## src/rtl/core/grce_pkg.sv

```systemverilog
`timescale 1ns / 1ps
// ----------------------------------------------------------------------------
// Gamepad report change events: shared package
// Sizes, reset values, event codes and the queue entry type.
// ----------------------------------------------------------------------------
package grce_pkg;

    // Report layout.
    localparam int AXIS_TOTAL   = 5;
    localparam int AXIS_BYTES   = 5;
    localparam int BUTTON_TOTAL = 12;
    localparam int BUTTON_COUNT = 12;

    // Reset values of the stored report.
    localparam logic [7:0]  AXIS_RESET   = 8'h0D;
    localparam logic [7:0]  HAT_RESET    = 8'hDE;
    localparam logic [11:0] BUTTON_RESET = 12'h000;

    // Only the first BUTTON_COUNT buttons produce events.
    localparam logic [BUTTON_TOTAL-1:0] BUTTON_MASK =
        BUTTON_TOTAL'((13'd1 << BUTTON_COUNT) - 13'd1);

    // Event kinds.
    localparam logic [1:0] KIND_AXES     = 2'd0;
    localparam logic [1:0] KIND_HAT      = 2'd1;
    localparam logic [1:0] KIND_BTN_DOWN = 2'd2;
    localparam logic [1:0] KIND_BTN_UP   = 2'd3;

    // Queue between the classifier and the event sequencer.
    localparam int QUEUE_DEPTH = 4;
    localparam int QPTR_W      = $clog2(QUEUE_DEPTH);
    localparam int QCNT_W      = $clog2(QUEUE_DEPTH + 1);

    // One classified report: everything the sequencer needs.
    typedef struct packed {
        logic [AXIS_TOTAL-1:0][7:0]  axes;
        logic [3:0]                  hat;
        logic                        axis_chg;
        logic                        hat_chg;
        logic [BUTTON_TOTAL-1:0]     btn_diff;
        logic [BUTTON_TOTAL-1:0]     buttons;
    } grce_entry_t;

endpackage

```

## src/rtl/core/grce_front.sv

```systemverilog
`timescale 1ns / 1ps
// ----------------------------------------------------------------------------
// Gamepad report change events: report classifier
// Accepts reports, compares them with the stored report, updates the stored
// report and queues a description of every change.
// ----------------------------------------------------------------------------
module grce_front (
    input  logic                 clk,
    input  logic                 rst_n,
    input  logic                 in_valid,
    output logic                 in_stall,
    input  logic [7:0]           axis_x,
    input  logic [7:0]           axis_y,
    input  logic [7:0]           axis_z1,
    input  logic [7:0]           axis_z2,
    input  logic [7:0]           axis_rz,
    input  logic [7:0]           hat_and_low_buttons,
    input  logic [7:0]           high_buttons,
    output logic                 push_valid,
    output grce_pkg::grce_entry_t push_entry,
    input  logic                 push_full
);
    import grce_pkg::*;

    logic [AXIS_BYTES-1:0][7:0]   prev_axes_reg, prev_axes_next;
    logic [7:0]                   prev_hat_reg, prev_hat_next;
    logic [BUTTON_TOTAL-1:0]      prev_buttons_reg, prev_buttons_next;

    logic [AXIS_TOTAL-1:0][7:0]   axes_in;
    logic [3:0]                   hat_in;
    logic [BUTTON_TOTAL-1:0]      buttons_in;
    logic [BUTTON_TOTAL-1:0]      diff;
    logic                         axis_chg;
    logic                         hat_chg;
    logic                         accept;

    // Unpack the report bytes.
    assign axes_in    = {axis_rz, axis_z2, axis_z1, axis_y, axis_x};
    assign hat_in     = hat_and_low_buttons[3:0];
    assign buttons_in = {high_buttons, hat_and_low_buttons[7:4]};

    // A request is taken whenever the queue has room.
    assign in_stall = push_full;
    assign accept   = in_valid && !push_full;

    // Compare with the stored report.
    always_comb
    begin
        axis_chg = 1'b0;
        for (int i = 0; i < AXIS_BYTES; i++)
        begin
            if (axes_in[i] != prev_axes_reg[i])
            begin
                axis_chg = 1'b1;
            end
        end
        hat_chg = ({4'h0, hat_in} != prev_hat_reg);
        diff    = (buttons_in ^ prev_buttons_reg) & BUTTON_MASK;
    end

    // Build the queue entry; reports without a change are dropped here.
    always_comb
    begin
        push_entry.axes     = axes_in;
        push_entry.hat      = hat_in;
        push_entry.axis_chg = axis_chg;
        push_entry.hat_chg  = hat_chg;
        push_entry.btn_diff = diff;
        push_entry.buttons  = buttons_in;
        push_valid          = accept && (axis_chg || hat_chg || (diff != '0));
    end

    // Update the stored report on every accepted request.
    always_comb
    begin
        prev_axes_next    = prev_axes_reg;
        prev_hat_next     = prev_hat_reg;
        prev_buttons_next = prev_buttons_reg;
        if (accept)
        begin
            if (axis_chg)
            begin
                for (int i = 0; i < AXIS_BYTES; i++)
                begin
                    prev_axes_next[i] = axes_in[i];
                end
            end
            if (hat_chg)
            begin
                prev_hat_next = {4'h0, hat_in};
            end
            prev_buttons_next = buttons_in;
        end
    end

    always_ff @(posedge clk or negedge rst_n)
    begin
        if (!rst_n)
        begin
            for (int i = 0; i < AXIS_BYTES; i++)
            begin
                prev_axes_reg[i] <= AXIS_RESET;
            end
            prev_hat_reg     <= HAT_RESET;
            prev_buttons_reg <= BUTTON_RESET;
        end
        else
        begin
            prev_axes_reg    <= prev_axes_next;
            prev_hat_reg     <= prev_hat_next;
            prev_buttons_reg <= prev_buttons_next;
        end
    end

endmodule

```

## src/rtl/core/grce_queue.sv

```systemverilog
`timescale 1ns / 1ps
// ----------------------------------------------------------------------------
// Gamepad report change events: entry queue
// Small first-in first-out buffer between the classifier and the sequencer.
// ----------------------------------------------------------------------------
module grce_queue (
    input  logic                  clk,
    input  logic                  rst_n,
    input  logic                  push_valid,
    input  grce_pkg::grce_entry_t push_entry,
    output logic                  push_full,
    input  logic                  pop,
    output logic                  pop_valid,
    output grce_pkg::grce_entry_t pop_entry
);
    import grce_pkg::*;

    grce_entry_t         mem_reg [QUEUE_DEPTH];
    logic [QPTR_W-1:0]   wr_ptr_reg, wr_ptr_next;
    logic [QPTR_W-1:0]   rd_ptr_reg, rd_ptr_next;
    logic [QCNT_W-1:0]   count_reg, count_next;
    logic                do_push;
    logic                do_pop;

    assign push_full = (count_reg == QCNT_W'(QUEUE_DEPTH));
    assign pop_valid = (count_reg != '0);
    assign pop_entry = mem_reg[rd_ptr_reg];

    assign do_push = push_valid && !push_full;
    assign do_pop  = pop && pop_valid;

    // Pointer and fill count update.
    always_comb
    begin
        wr_ptr_next = wr_ptr_reg;
        rd_ptr_next = rd_ptr_reg;
        count_next  = count_reg;
        if (do_push)
        begin
            wr_ptr_next = (wr_ptr_reg == QPTR_W'(QUEUE_DEPTH - 1)) ? '0 : wr_ptr_reg + 1'b1;
        end
        if (do_pop)
        begin
            rd_ptr_next = (rd_ptr_reg == QPTR_W'(QUEUE_DEPTH - 1)) ? '0 : rd_ptr_reg + 1'b1;
        end
        if (do_push && !do_pop)
        begin
            count_next = count_reg + 1'b1;
        end
        else if (do_pop && !do_push)
        begin
            count_next = count_reg - 1'b1;
        end
    end

    always_ff @(posedge clk or negedge rst_n)
    begin
        if (!rst_n)
        begin
            wr_ptr_reg <= '0;
            rd_ptr_reg <= '0;
            count_reg  <= '0;
        end
        else
        begin
            wr_ptr_reg <= wr_ptr_next;
            rd_ptr_reg <= rd_ptr_next;
            count_reg  <= count_next;
        end
    end

    // Entry storage needs no reset.
    always_ff @(posedge clk)
    begin
        if (do_push)
        begin
            mem_reg[wr_ptr_reg] <= push_entry;
        end
    end

endmodule

```

## src/rtl/core/grce_back.sv

```systemverilog
`timescale 1ns / 1ps
// ----------------------------------------------------------------------------
// Gamepad report change events: event sequencer
// Walks the pending changes of one report, one event per cycle while the output is not
// stalled, in the order axes, hat, buttons by ascending number, into a registered output.
// ----------------------------------------------------------------------------
module grce_back (
    input  logic                  clk,
    input  logic                  rst_n,
    input  logic                  pop_valid,
    input  grce_pkg::grce_entry_t pop_entry,
    output logic                  pop,
    output logic                  out_valid,
    input  logic                  out_stall,
    output logic [1:0]            event_kind,
    output logic [7:0]            out_x,
    output logic [7:0]            out_y,
    output logic [7:0]            out_z1,
    output logic [7:0]            out_z2,
    output logic [7:0]            out_rz,
    output logic [3:0]            hat_value,
    output logic [3:0]            button_id,
    output logic                  last
);
    import grce_pkg::*;

    localparam int BIDX_W = $clog2(BUTTON_TOTAL);

    // Report being worked on.
    logic                        cur_valid_reg, cur_valid_next;
    grce_entry_t                 cur_reg, cur_next;

    // Output register.
    logic                        out_valid_reg, out_valid_next;
    logic [1:0]                  kind_reg, kind_next;
    logic [AXIS_TOTAL-1:0][7:0]  axes_reg, axes_next;
    logic [3:0]                  hat_reg, hat_next;
    logic [3:0]                  id_reg, id_next;
    logic                        last_reg, last_next;

    logic                        load_ok;
    logic                        emit;
    logic [BIDX_W-1:0]           btn_idx;
    logic                        is_last;
    grce_entry_t                 cur_after;

    assign load_ok = !out_valid_reg || !out_stall;
    assign emit    = cur_valid_reg && load_ok;

    // Lowest pending button. An entry always holds at least one change, so
    // some bit is set whenever neither axes nor hat is pending.
    always_comb
    begin
        btn_idx = '0;
        for (int i = BUTTON_TOTAL - 1; i >= 0; i--)
        begin
            if (cur_reg.btn_diff[i])
            begin
                btn_idx = BIDX_W'(i);
            end
        end
    end

    // Choose the next event and clear it from the pending set.
    always_comb
    begin
        cur_after = cur_reg;
        kind_next = kind_reg;
        axes_next = axes_reg;
        hat_next  = hat_reg;
        id_next   = id_reg;
        if (cur_reg.axis_chg)
        begin
            cur_after.axis_chg = 1'b0;
            kind_next = KIND_AXES;
            axes_next = cur_reg.axes;
            hat_next  = 4'h0;
            id_next   = 4'h0;
        end
        else if (cur_reg.hat_chg)
        begin
            cur_after.hat_chg = 1'b0;
            kind_next = KIND_HAT;
            axes_next = '0;
            hat_next  = cur_reg.hat;
            id_next   = 4'h0;
        end
        else
        begin
            cur_after.btn_diff[btn_idx] = 1'b0;
            kind_next = cur_reg.buttons[btn_idx] ? KIND_BTN_DOWN : KIND_BTN_UP;
            axes_next = '0;
            hat_next  = 4'h0;
            id_next   = 4'(btn_idx) + 4'd1;
        end
        is_last = !cur_after.axis_chg && !cur_after.hat_chg && (cur_after.btn_diff == '0);
        if (!emit)
        begin
            kind_next = kind_reg;
            axes_next = axes_reg;
            hat_next  = hat_reg;
            id_next   = id_reg;
        end
    end

    // Pull the next report when idle or when the current one finishes.
    assign pop = pop_valid && (!cur_valid_reg || (emit && is_last));

    always_comb
    begin
        cur_next       = cur_reg;
        cur_valid_next = cur_valid_reg;
        if (emit)
        begin
            cur_next = cur_after;
            if (is_last)
            begin
                cur_valid_next = 1'b0;
            end
        end
        if (pop)
        begin
            cur_next       = pop_entry;
            cur_valid_next = 1'b1;
        end
    end

    // Output valid and last flag.
    always_comb
    begin
        out_valid_next = out_valid_reg;
        last_next      = last_reg;
        if (load_ok)
        begin
            out_valid_next = emit;
        end
        if (emit)
        begin
            last_next = is_last;
        end
    end

    always_ff @(posedge clk or negedge rst_n)
    begin
        if (!rst_n)
        begin
            cur_valid_reg <= 1'b0;
            out_valid_reg <= 1'b0;
        end
        else
        begin
            cur_valid_reg <= cur_valid_next;
            out_valid_reg <= out_valid_next;
        end
    end

    always_ff @(posedge clk)
    begin
        cur_reg  <= cur_next;
        kind_reg <= kind_next;
        axes_reg <= axes_next;
        hat_reg  <= hat_next;
        id_reg   <= id_next;
        last_reg <= last_next;
    end

    assign out_valid  = out_valid_reg;
    assign event_kind = kind_reg;
    assign out_x      = axes_reg[0];
    assign out_y      = axes_reg[1];
    assign out_z1     = axes_reg[2];
    assign out_z2     = axes_reg[3];
    assign out_rz     = axes_reg[4];
    assign hat_value  = hat_reg;
    assign button_id  = id_reg;
    assign last       = last_reg;

endmodule

```

## src/rtl/core/gamepad_report_change_events.sv

```systemverilog
`timescale 1ns / 1ps
// ----------------------------------------------------------------------------
// Gamepad report change events: top level
// Turns seven-byte joystick reports into axis, hat and button events.
// ----------------------------------------------------------------------------
// Usage:
// The input channel (in_valid / in_stall) takes one report per request. The
// block compares it with the previous report and emits, on the output channel
// (out_valid / out_stall), an axis event if any axis byte changed, a hat event
// if the hat changed, then one down or up event per changed button in
// ascending order. The final event of a report has last set; a report that
// changes nothing gives no event. Fields not used by an event kind are zero.
// An accepted report passes the queue, the current-report register and the
// output register before its first event is presented. The event sequencer
// emits one event per cycle while the output is not stalled; a report gives
// at most fourteen events. The classifier takes one report per cycle while
// the four-entry queue has room; in_stall rises only when that queue is full.
// When the receiver stalls, the registered output holds its event, the
// sequencer waits and the queue fills behind it.
// Reset clears the queue and output and restores the stored report: axes
// 0x0D, a hat value no report can match, and all buttons released.
// ----------------------------------------------------------------------------
module gamepad_report_change_events (
    input  logic       clk,
    input  logic       rst_n,
    input  logic       in_valid,
    output logic       in_stall,
    input  logic [7:0] axis_x,
    input  logic [7:0] axis_y,
    input  logic [7:0] axis_z1,
    input  logic [7:0] axis_z2,
    input  logic [7:0] axis_rz,
    input  logic [7:0] hat_and_low_buttons,
    input  logic [7:0] high_buttons,
    output logic       out_valid,
    input  logic       out_stall,
    output logic [1:0] event_kind,
    output logic [7:0] out_x,
    output logic [7:0] out_y,
    output logic [7:0] out_z1,
    output logic [7:0] out_z2,
    output logic [7:0] out_rz,
    output logic [3:0] hat_value,
    output logic [3:0] button_id,
    output logic       last
);
    import grce_pkg::*;

    logic        push_valid;
    grce_entry_t push_entry;
    logic        push_full;
    logic        pop;
    logic        pop_valid;
    grce_entry_t pop_entry;

    // Classifier.
    grce_front u_front (
        .clk                 (clk),
        .rst_n               (rst_n),
        .in_valid            (in_valid),
        .in_stall            (in_stall),
        .axis_x              (axis_x),
        .axis_y              (axis_y),
        .axis_z1             (axis_z1),
        .axis_z2             (axis_z2),
        .axis_rz             (axis_rz),
        .hat_and_low_buttons (hat_and_low_buttons),
        .high_buttons        (high_buttons),
        .push_valid          (push_valid),
        .push_entry          (push_entry),
        .push_full           (push_full)
    );

    // Queue between the two halves.
    grce_queue u_queue (
        .clk        (clk),
        .rst_n      (rst_n),
        .push_valid (push_valid),
        .push_entry (push_entry),
        .push_full  (push_full),
        .pop        (pop),
        .pop_valid  (pop_valid),
        .pop_entry  (pop_entry)
    );

    // Event sequencer.
    grce_back u_back (
        .clk        (clk),
        .rst_n      (rst_n),
        .pop_valid  (pop_valid),
        .pop_entry  (pop_entry),
        .pop        (pop),
        .out_valid  (out_valid),
        .out_stall  (out_stall),
        .event_kind (event_kind),
        .out_x      (out_x),
        .out_y      (out_y),
        .out_z1     (out_z1),
        .out_z2     (out_z2),
        .out_rz     (out_rz),
        .hat_value  (hat_value),
        .button_id  (button_id),
        .last       (last)
    );

endmodule
```

## config.mk

```make
export PLATFORM = sky130hd
export DESIGN_NAME = gamepad_report_change_events
export DESIGN_NICKNAME = d
export VERILOG_FILES = /design/src/rtl/core/grce_pkg.sv /design/src/rtl/core/grce_front.sv /design/src/rtl/core/grce_queue.sv /design/src/rtl/core/grce_back.sv /design/src/rtl/core/gamepad_report_change_events.sv
export SDC_FILE = /design/constraint.sdc
export NUM_CORES = 1
export LEC_CHECK = 0
export ABC_AREA = 1
export BUFFER_PORTS_ARGS = -buffer_cell sky130_fd_sc_hd__buf_2
export CORE_AREA = 2 2 209 211
export DETAILED_ROUTE_END_ITERATION = 16
export DIE_AREA = 0 0 211 213
export PLACE_DENSITY = 0.68
export SETUP_SLACK_MARGIN = 0.5
export SYNTH_ARGS = -nofsm -noshare
export SYNTH_HDL_FRONTEND = slang
export SYNTH_SLANG_ARGS = --single-unit
```

## constraint.sdc

```tcl
create_clock -name clk -period 7.9 [get_ports clk]
set_clock_uncertainty 0.2 [all_clocks]
set_input_delay 0.395 -clock clk [delete_from_list [all_inputs] [get_ports clk]]
set_output_delay 0.395 -clock clk [all_outputs]
set_load 0.05 [all_outputs]
```

# After elaboration in Yosys (flattened, before gate mapping)
# Memories as Yosys holds them, arrays and structs flattened.
# Cells that the tools add are included.
[classes] addsub=5 magnitude_cmp=2 eq_ne=9 n_mux=36 bitwise_logic=4 n_reduce_logical=33
[op_table] op="$mux W70" n=1
[op_table] op="$mux W4" n=12
[op_table] op="$ne A8 B8 Y1" n=5
[op_table] op="$mux W26" n=1
[op_table] op="$mux W1" n=14
[op_table] op="$mux W13" n=1
[op_table] op="$and A12 B12 Y12" n=1
[op_table] op="$logic_not A12 Y1" n=1
[op_table] op="$mux W12" n=1
[op_table] op="$not A12 Y12" n=1
[op_table] op="$reduce_bool A12 Y1" n=1
[op_table] op="$xor A12 B12 Y12" n=1
[op_table] op="$logic_and A1 B1 Y1" n=11
[op_table] op="$logic_not A1 Y1" n=7
[op_table] op="$ne A4 B7 Y1" n=1
[op_table] op="$mux W3" n=2
[op_table] op="$reduce_and A2 Y1" n=3
[op_table] op="$reduce_bool A2 Y1" n=3
[op_table] op="$lt A4 B5 Y1 const B" n=1
[op_table] op="$add A2 B1 Y2 const B" n=2
[op_table] op="$add A4 B1 Y4 const B" n=1
[op_table] op="$bmux W1 S4" n=1
[op_table] op="$demux W1 S4" n=1
[op_table] op="$eq A2 B2 Y1 const B" n=2
[op_table] op="9 further kinds" n=14
[word_totals] regBits=189 mem_bits_rw=280 in_bits=60 out_inout_bits=53 n_memories=1
[mem_list] name="u_queue.mem_reg" depth=4 width=70 rd=1 rd_ports_with_merged_regs=0 wr=1 line="grce_queue.sv:18" source="grce_entry_t mem_reg [QUEUE_DEPTH];"

# Longest topological paths before layout
[depth] word_depth=29 ltp_mapped=30 mapped_depth_nobuf=29

# By module
# Synthesis repeated with hierarchy kept, for this count alone.
[hier_totals] cells_unflattened=1858 hier_area_um2=20623.5
[modules_own_cells] module="grce_queue" instances=1 cells_per_inst=876 area_each_um2=11471.0 seq_area_each_um2=8583.2
[modules_own_cells] module="grce_back" instances=1 cells_per_inst=516 area_each_um2=5549.1 seq_area_each_um2=3683.5
[modules_own_cells] module="grce_front" instances=1 cells_per_inst=466 area_each_um2=3603.5 seq_area_each_um2=1450.1

# Worst setup path after synthesis
# OpenSTA, ideal clock, no wires.
[synth_path] path_kind="input -> register" from="input axis_rz[5]" to="memory u_queue.mem_reg[0][0] (netlist bit), enable pin" setup_ns=0.498 t_arrival_ns=4.324 required_time_ns=7.202 setup_slack_ns=2.877 stages=11 n_path_buf=0 path_cell_list="inv_1 > or2_2 > nand4_1 > nor4_1 > nand2_1 > nor2_1 > nand3_1 > nand2_1 > nand2_1 > inv_1 > nor2_1"
[synth_between] elab_chain_cells=8
[synth_lines] element="start: declaration" line="gamepad_report_change_events.sv:32" source="input logic [7:0] axis_rz,"
[synth_lines] element="$ne A8 B8 Y1" line="grce_front.sv:52" source="if (axes_in[i] != prev_axes_reg[i])"
[synth_lines] element="$mux W1" line="grce_front.sv:52"
[synth_lines] element="$logic_or A1 B1 Y1 (2 in series)" line="grce_front.sv:70" source="push_valid = accept && (axis_chg || hat_chg || (diff != '0));"
[synth_lines] element="$logic_and A1 B1 Y1" line="grce_front.sv:70"
[synth_lines] element="$logic_and A1 B1 Y1" line="grce_queue.sv:29" source="assign do_push = push_valid && !push_full;"
[synth_lines] element="via u_queue.do_push" line="grce_queue.sv:22" source="logic do_push;"
[synth_lines] element="$mux W1" line="grce_queue.sv:75" source="if (do_push)"
[synth_lines] element="$mux W1 (implied by the code)" line="grce_queue.sv:77" source="mem_reg[wr_ptr_reg] <= push_entry;"
[synth_lines] element="end: declaration" line="grce_queue.sv:18"
# The timed path passes the listed nets, and every way through them passes these cells.

# Worst setup path in the final report
[layout_path] from="register u_back.cur_reg[22] (netlist bit)" to="register u_back.cur_reg (netlist bit u_back.cur_after[59]), enable pin"
[layout_between] elab_chain_cells=24
[layout_lines] element="start: declaration" line="grce_back.sv:31" source="grce_entry_t cur_reg, cur_next;"
[layout_lines] element="start signal: assignment" line="grce_back.sv:159" source="cur_reg <= cur_next;"
[layout_lines] element="$mux W4 (11 in series)" line="grce_back.sv:57" source="if (cur_reg.btn_diff[i])"
[layout_lines] element="$lt A4 B5 Y1 (implied by the code) or $ge A4 B1 Y1 (tied branches)" line="grce_back.sv:90" source="cur_after.btn_diff[btn_idx] = 1'b0;"
[layout_lines] element="$logic_and A1 B1 Y1 (implied by the code)" line="grce_back.sv:90"
[layout_lines] element="$mux W1 (implied by the code)" line="grce_back.sv:90"
[layout_lines] element="$demux W1 S4"
[layout_lines] element="$not A12 Y12 (no source line)"
[layout_lines] element="$and A12 B12 Y12 (no source line)"
[layout_lines] element="$mux W12" line="grce_back.sv:80" source="else if (cur_reg.hat_chg)"
[layout_lines] element="$mux W13 *" line="grce_back.sv:72" source="if (cur_reg.axis_chg)"
[layout_lines] element="$logic_not A12 Y1 *" line="grce_back.sv:96" source="is_last = !cur_after.axis_chg && !cur_after.hat_chg && (cur_after.btn_diff == '0);"
[layout_lines] element="$logic_and A1 B1 Y1 *" line="grce_back.sv:96"
[layout_lines] element="$logic_and A1 B1 Y1 *" line="grce_back.sv:107" source="assign pop = pop_valid && (!cur_valid_reg || (emit && is_last));"
[layout_lines] element="$logic_or A1 B1 Y1 *" line="grce_back.sv:107"
[layout_lines] element="$logic_and A1 B1 Y1 *" line="grce_back.sv:107"
[layout_lines] element="via pop" line="gamepad_report_change_events.sv:52" source="logic pop;"
# Mark *: on every way through the listed nets, which the timed path passes. The rest lies on a longest branch.
# A chain may end at the register's enable or synchronous reset.

==> metrics.md <==
| Metric | Value |
|---|---|
| Status | finished, final reports clean |
| Wire length on met1 | between 15 and 20 mm |
| Pleak | 0.009019 uW |
| TNS Setup | 0 ns |
| Most common cell after layout, fill and taps aside | nand2_1 |
| Initial antenna violation count | 1 |
| Syn nets | 1642 |
| Row count | 76 |
| Routability congestion estimate | 0.8150 |
| GRT overflow | 0 |
| Area post-placement | 0.02052 sq mm |
| RSZ-0062 raised after global routing | false |
| Rel. slew slack | 19.37% |
| Total of max-cap violations | 0 |
| Max-slew violations | 0 |
| Final core occ | 53.08% |
| Period minus WS final | roughly 5 ns |
| Drt via density | 5.096 |
| Core Area | 0.04270 sq mm |
| Power density over the cells | just over 300 mW/mm^2 |
| WL per Instance | ~18 um |
| Final setup fails | 0 |
| Critical path required time | 7.89 ns |
| Average instance area after synthesis | 12.41 sq um |
| Area growth from synthesis to layout | 16.29% |
| Vias | around 12000 |
| Worst-path clk slew | roughly 0.060 ns |
| Highest routed layer | met5 |
| Crit Reg-Reg Startpoint | u_back.cur_reg[22] |
| CP max FO | 45 |
| Clk pwr share | a little under a third |
| Pint | 5021 uW |
| Antenna-violating nets left | 0 |
| Total GRT Usage | 18.43% |
| Flop pwr share | 50.2% |
| Largest net degree at the start of global routing | 110 |
| Worst min path class | primary input to register |
| Clock sink total | 467 |
| Total Nets Final | between 1500 and 2000 |
| Crit path launch | u_back.cur_reg[22] |
| Worst vdd ir | 0.2292 mV |
| R2R Setup Slk | 2.99 ns |
| Startpoint Class | register |
| Hold Fails Final Rpt | 0 |
| Fraction of layout cells with a size suffix above 1 | 17.43% |
| Die span in x | 211 um |
| Post-Syn Area | 0.01949 sq mm |
| Drt drc | 0 |
| Critical path capture point type | register |
| Worst setup path endpoint | u_back.cur_after[59] |
| DR pass1 iterations | 5 |
| Worst skew pair latency | 0.57 ns |
| CTS tree | yes |
| First-pass GRT wire length | 63.98 mm |
| WL final | 40.75 mm |
| Fmax | 203.5 MHz |
| 1st-iter DRT viols | 891 |
| Synth warn | 0 |
| Die Height | 213 um |
| Port Buffer Count | 112 |
| Max clock buf depth | 3 |
| Starting Density | about 46% |
| Combinational share of power | between 15 and 20% |
| Max FFs per register | 280 |
| Seq/Total Area, Yosys | 70.38% |
| Critical path class | register to register |
| Htree depth | 2 |
| Sw frac | 28.77% |
| Post-CTS setup buffers | 0 |
| R2r endpoint | u_back.cur_after[59] |
| Antenna Cells | 0 |
| Library cells used by synthesis | 39 |
| Sw power | 2028 uW |
| FF+latch count, synth | between 400 and 500 |
| Vias in the first global route | 11640 |
| Die area | 0.04494 sq mm |
| Cell count of the worst reg-to-reg path | 25 |
| Final instance area | 0.02266 sq mm |
| Root Buffer | clkbuf_16 |
| Worst slew pin tran | 1.201 ns |
| Cell count after synthesis | between 1500 and 2000 |
| Met2 wire len | 19.91 mm |
| Cts repair resizes | 0 |
| CTS Buf Count | 46 |
| Final Cycle Share | slightly above 60% |
| Ports | 113 |
| Arrival @ worst endpoint | 4.91 ns |
| Met3 routed WL | between 2 and 2.5 mm |
| Most frequent cells in the layout | nand2_1 (456), edfxtp_1 (401), a21oi_1 (119) |
| DP HPWL | ~23 mm |
==> critical path, cell delays in order (launching register included) <==
cell	delay (ns)
edfxtp_1	0.43
inv_1	0.08
nand2_1	0.05
nand2_1	0.07
nand2_1	0.05
nand2_1	0.05
nand2_1	0.04
nand2_1	0.05
nand2_1	0.05
nand2_1	0.05
nand2_1	0.04
nand2_1	0.15
nand2_1	0.22
inv_1	0.18
ha_1	0.16
inv_1	0.06
nor2_1	0.10
inv_1	0.10
o21ai_0	0.29
nand2_1	0.11
nor2_2	0.13
nand4_2	0.12
nand2_4	0.20
nand2_8	0.37
inv_2	0.58
buf_4	0.57
==> power groups by stage <==
stage / sequential [uW] / combinational (uW) / clock (uW)
3_5_place_dp: 3580 / 1270 / 0
3_3_place_gp: 3560 / 1240 / 0
2_1_floorplan: 3660 / 801 / 0
5_1_grt: 3590 / 1420 / 2370
4_1_cts: 3540 / 1300 / 2270
6_report: 3540 / 1280 / 2230
==> logic make-up (layout without fill, tap and decap cells) <==
logic type                 count (synthesis)  count (layout)  synth area share [%]
AOI/OAI and AO/OA                        184             184                 4.899
xor gates and xnor gates                  51              51                 2.292
adders and majority gates                 11              11                0.7447
buffers and inverters                    181             377                 4.025
DFF                                      467             467                 70.38
muxes                                      5               5                0.2889
and+or+nand+nor                          672             672                 17.37
==> Yosys cell counts <==
cell      number  area (sq um)
o211ai_1       1         7.510
xor2_1        23         201.4
buf_12         5         100.1
buf_6          2         22.52
a21oi_1      119         595.6
buf_2          7         35.03
clkbuf_1      59         221.5
o21ai_2        3         26.28
xnor2_1       28         245.2
a31oi_1        3         18.77
ha_1          10         125.1
nand2_4        1         11.26
nand3b_1       1         7.510
nor2_2         3         18.77
inv_2          4         15.01
nor2_1        46         172.7
dfstp_2       19         499.2
nand2_2        4         25.02
nand2_1      456          1712
nor4_1         7         43.79
and3_1         1         6.260
dfrtp_1       47          1176
nand4_1        5         31.28
nor3_1        11         55.05
nor2_4         2         22.52
mux2_2         5         56.30
edfxtp_1     401         12040
nor3_4        50         813.3
fa_1           1         20.02
or2_2          8         50.05
o22ai_1       13         81.33
nor2_8         1         20.02
buf_1          2         7.510
inv_1         99         371.6
nand3_1       74         370.4
nand4_2        2         25.02
o21ai_0       44         220.2
clkinv_1       3         11.26
o21ai_1        1         5.000
==> metal layers <==
layer / track usage [%] / vias up
met3: 2.589 / 65
li1: - / 5701
met1: 25.57 / 5706
met2: 30.52 / 313
met5: 0 / -
met4: 5.318 / 2
==> layout make-up <==
class | instances | area, sq um
sequential | 467 | 13720
tap | 546 | 683.2
fill | 3514 | 20030
clock inverter | 23 | 296.5
inverter | 106 | 401.6
timing repair buffer | 185 | 1256
multi-input combinational | 923 | 5039
clock buffer | 63 | 1266
==> worst min path at each step <==
stage	start	cells after the start	to	slack, ns
3_5_place_dp	u_front.prev_hat_reg[6]	2	u_front.prev_hat_reg[6]	0.26
5_1_grt	in_valid	5	u_front.prev_axes_reg[18]	0.13
3_3_place_gp	u_front.prev_hat_reg[6]	2	u_front.prev_hat_reg[6]	0.24
2_1_floorplan	rst_n	0	u_back.cur_valid_reg	-0.10
6_report	in_valid	5	u_front.prev_axes_reg[18]	0.12
4_1_cts	in_valid	5	u_front.prev_axes_reg[16]	0.10
==> through the flow <==
stage,total power [uW],worst slack (ns),instances,hold slack (ns)
after floorplan,4462,2.877,1571,-0.1006
after global placement,4802,3.103,2169,0.2432
after detailed placement,4851,2.977,2169,0.2578
after CTS,7108,2.962,2313,0.1027
after global routing,7382,2.504,2313,0.1285
final,7049,2.985,2313,0.1210
==> timing repair <==
item / in CTS / in global routing
setup endpoints to repair: 0 / 0
endpoints found under the hold margin: 328 / 0
hold buffers: 58 / 0
Power figures use the tool's default switching activity.
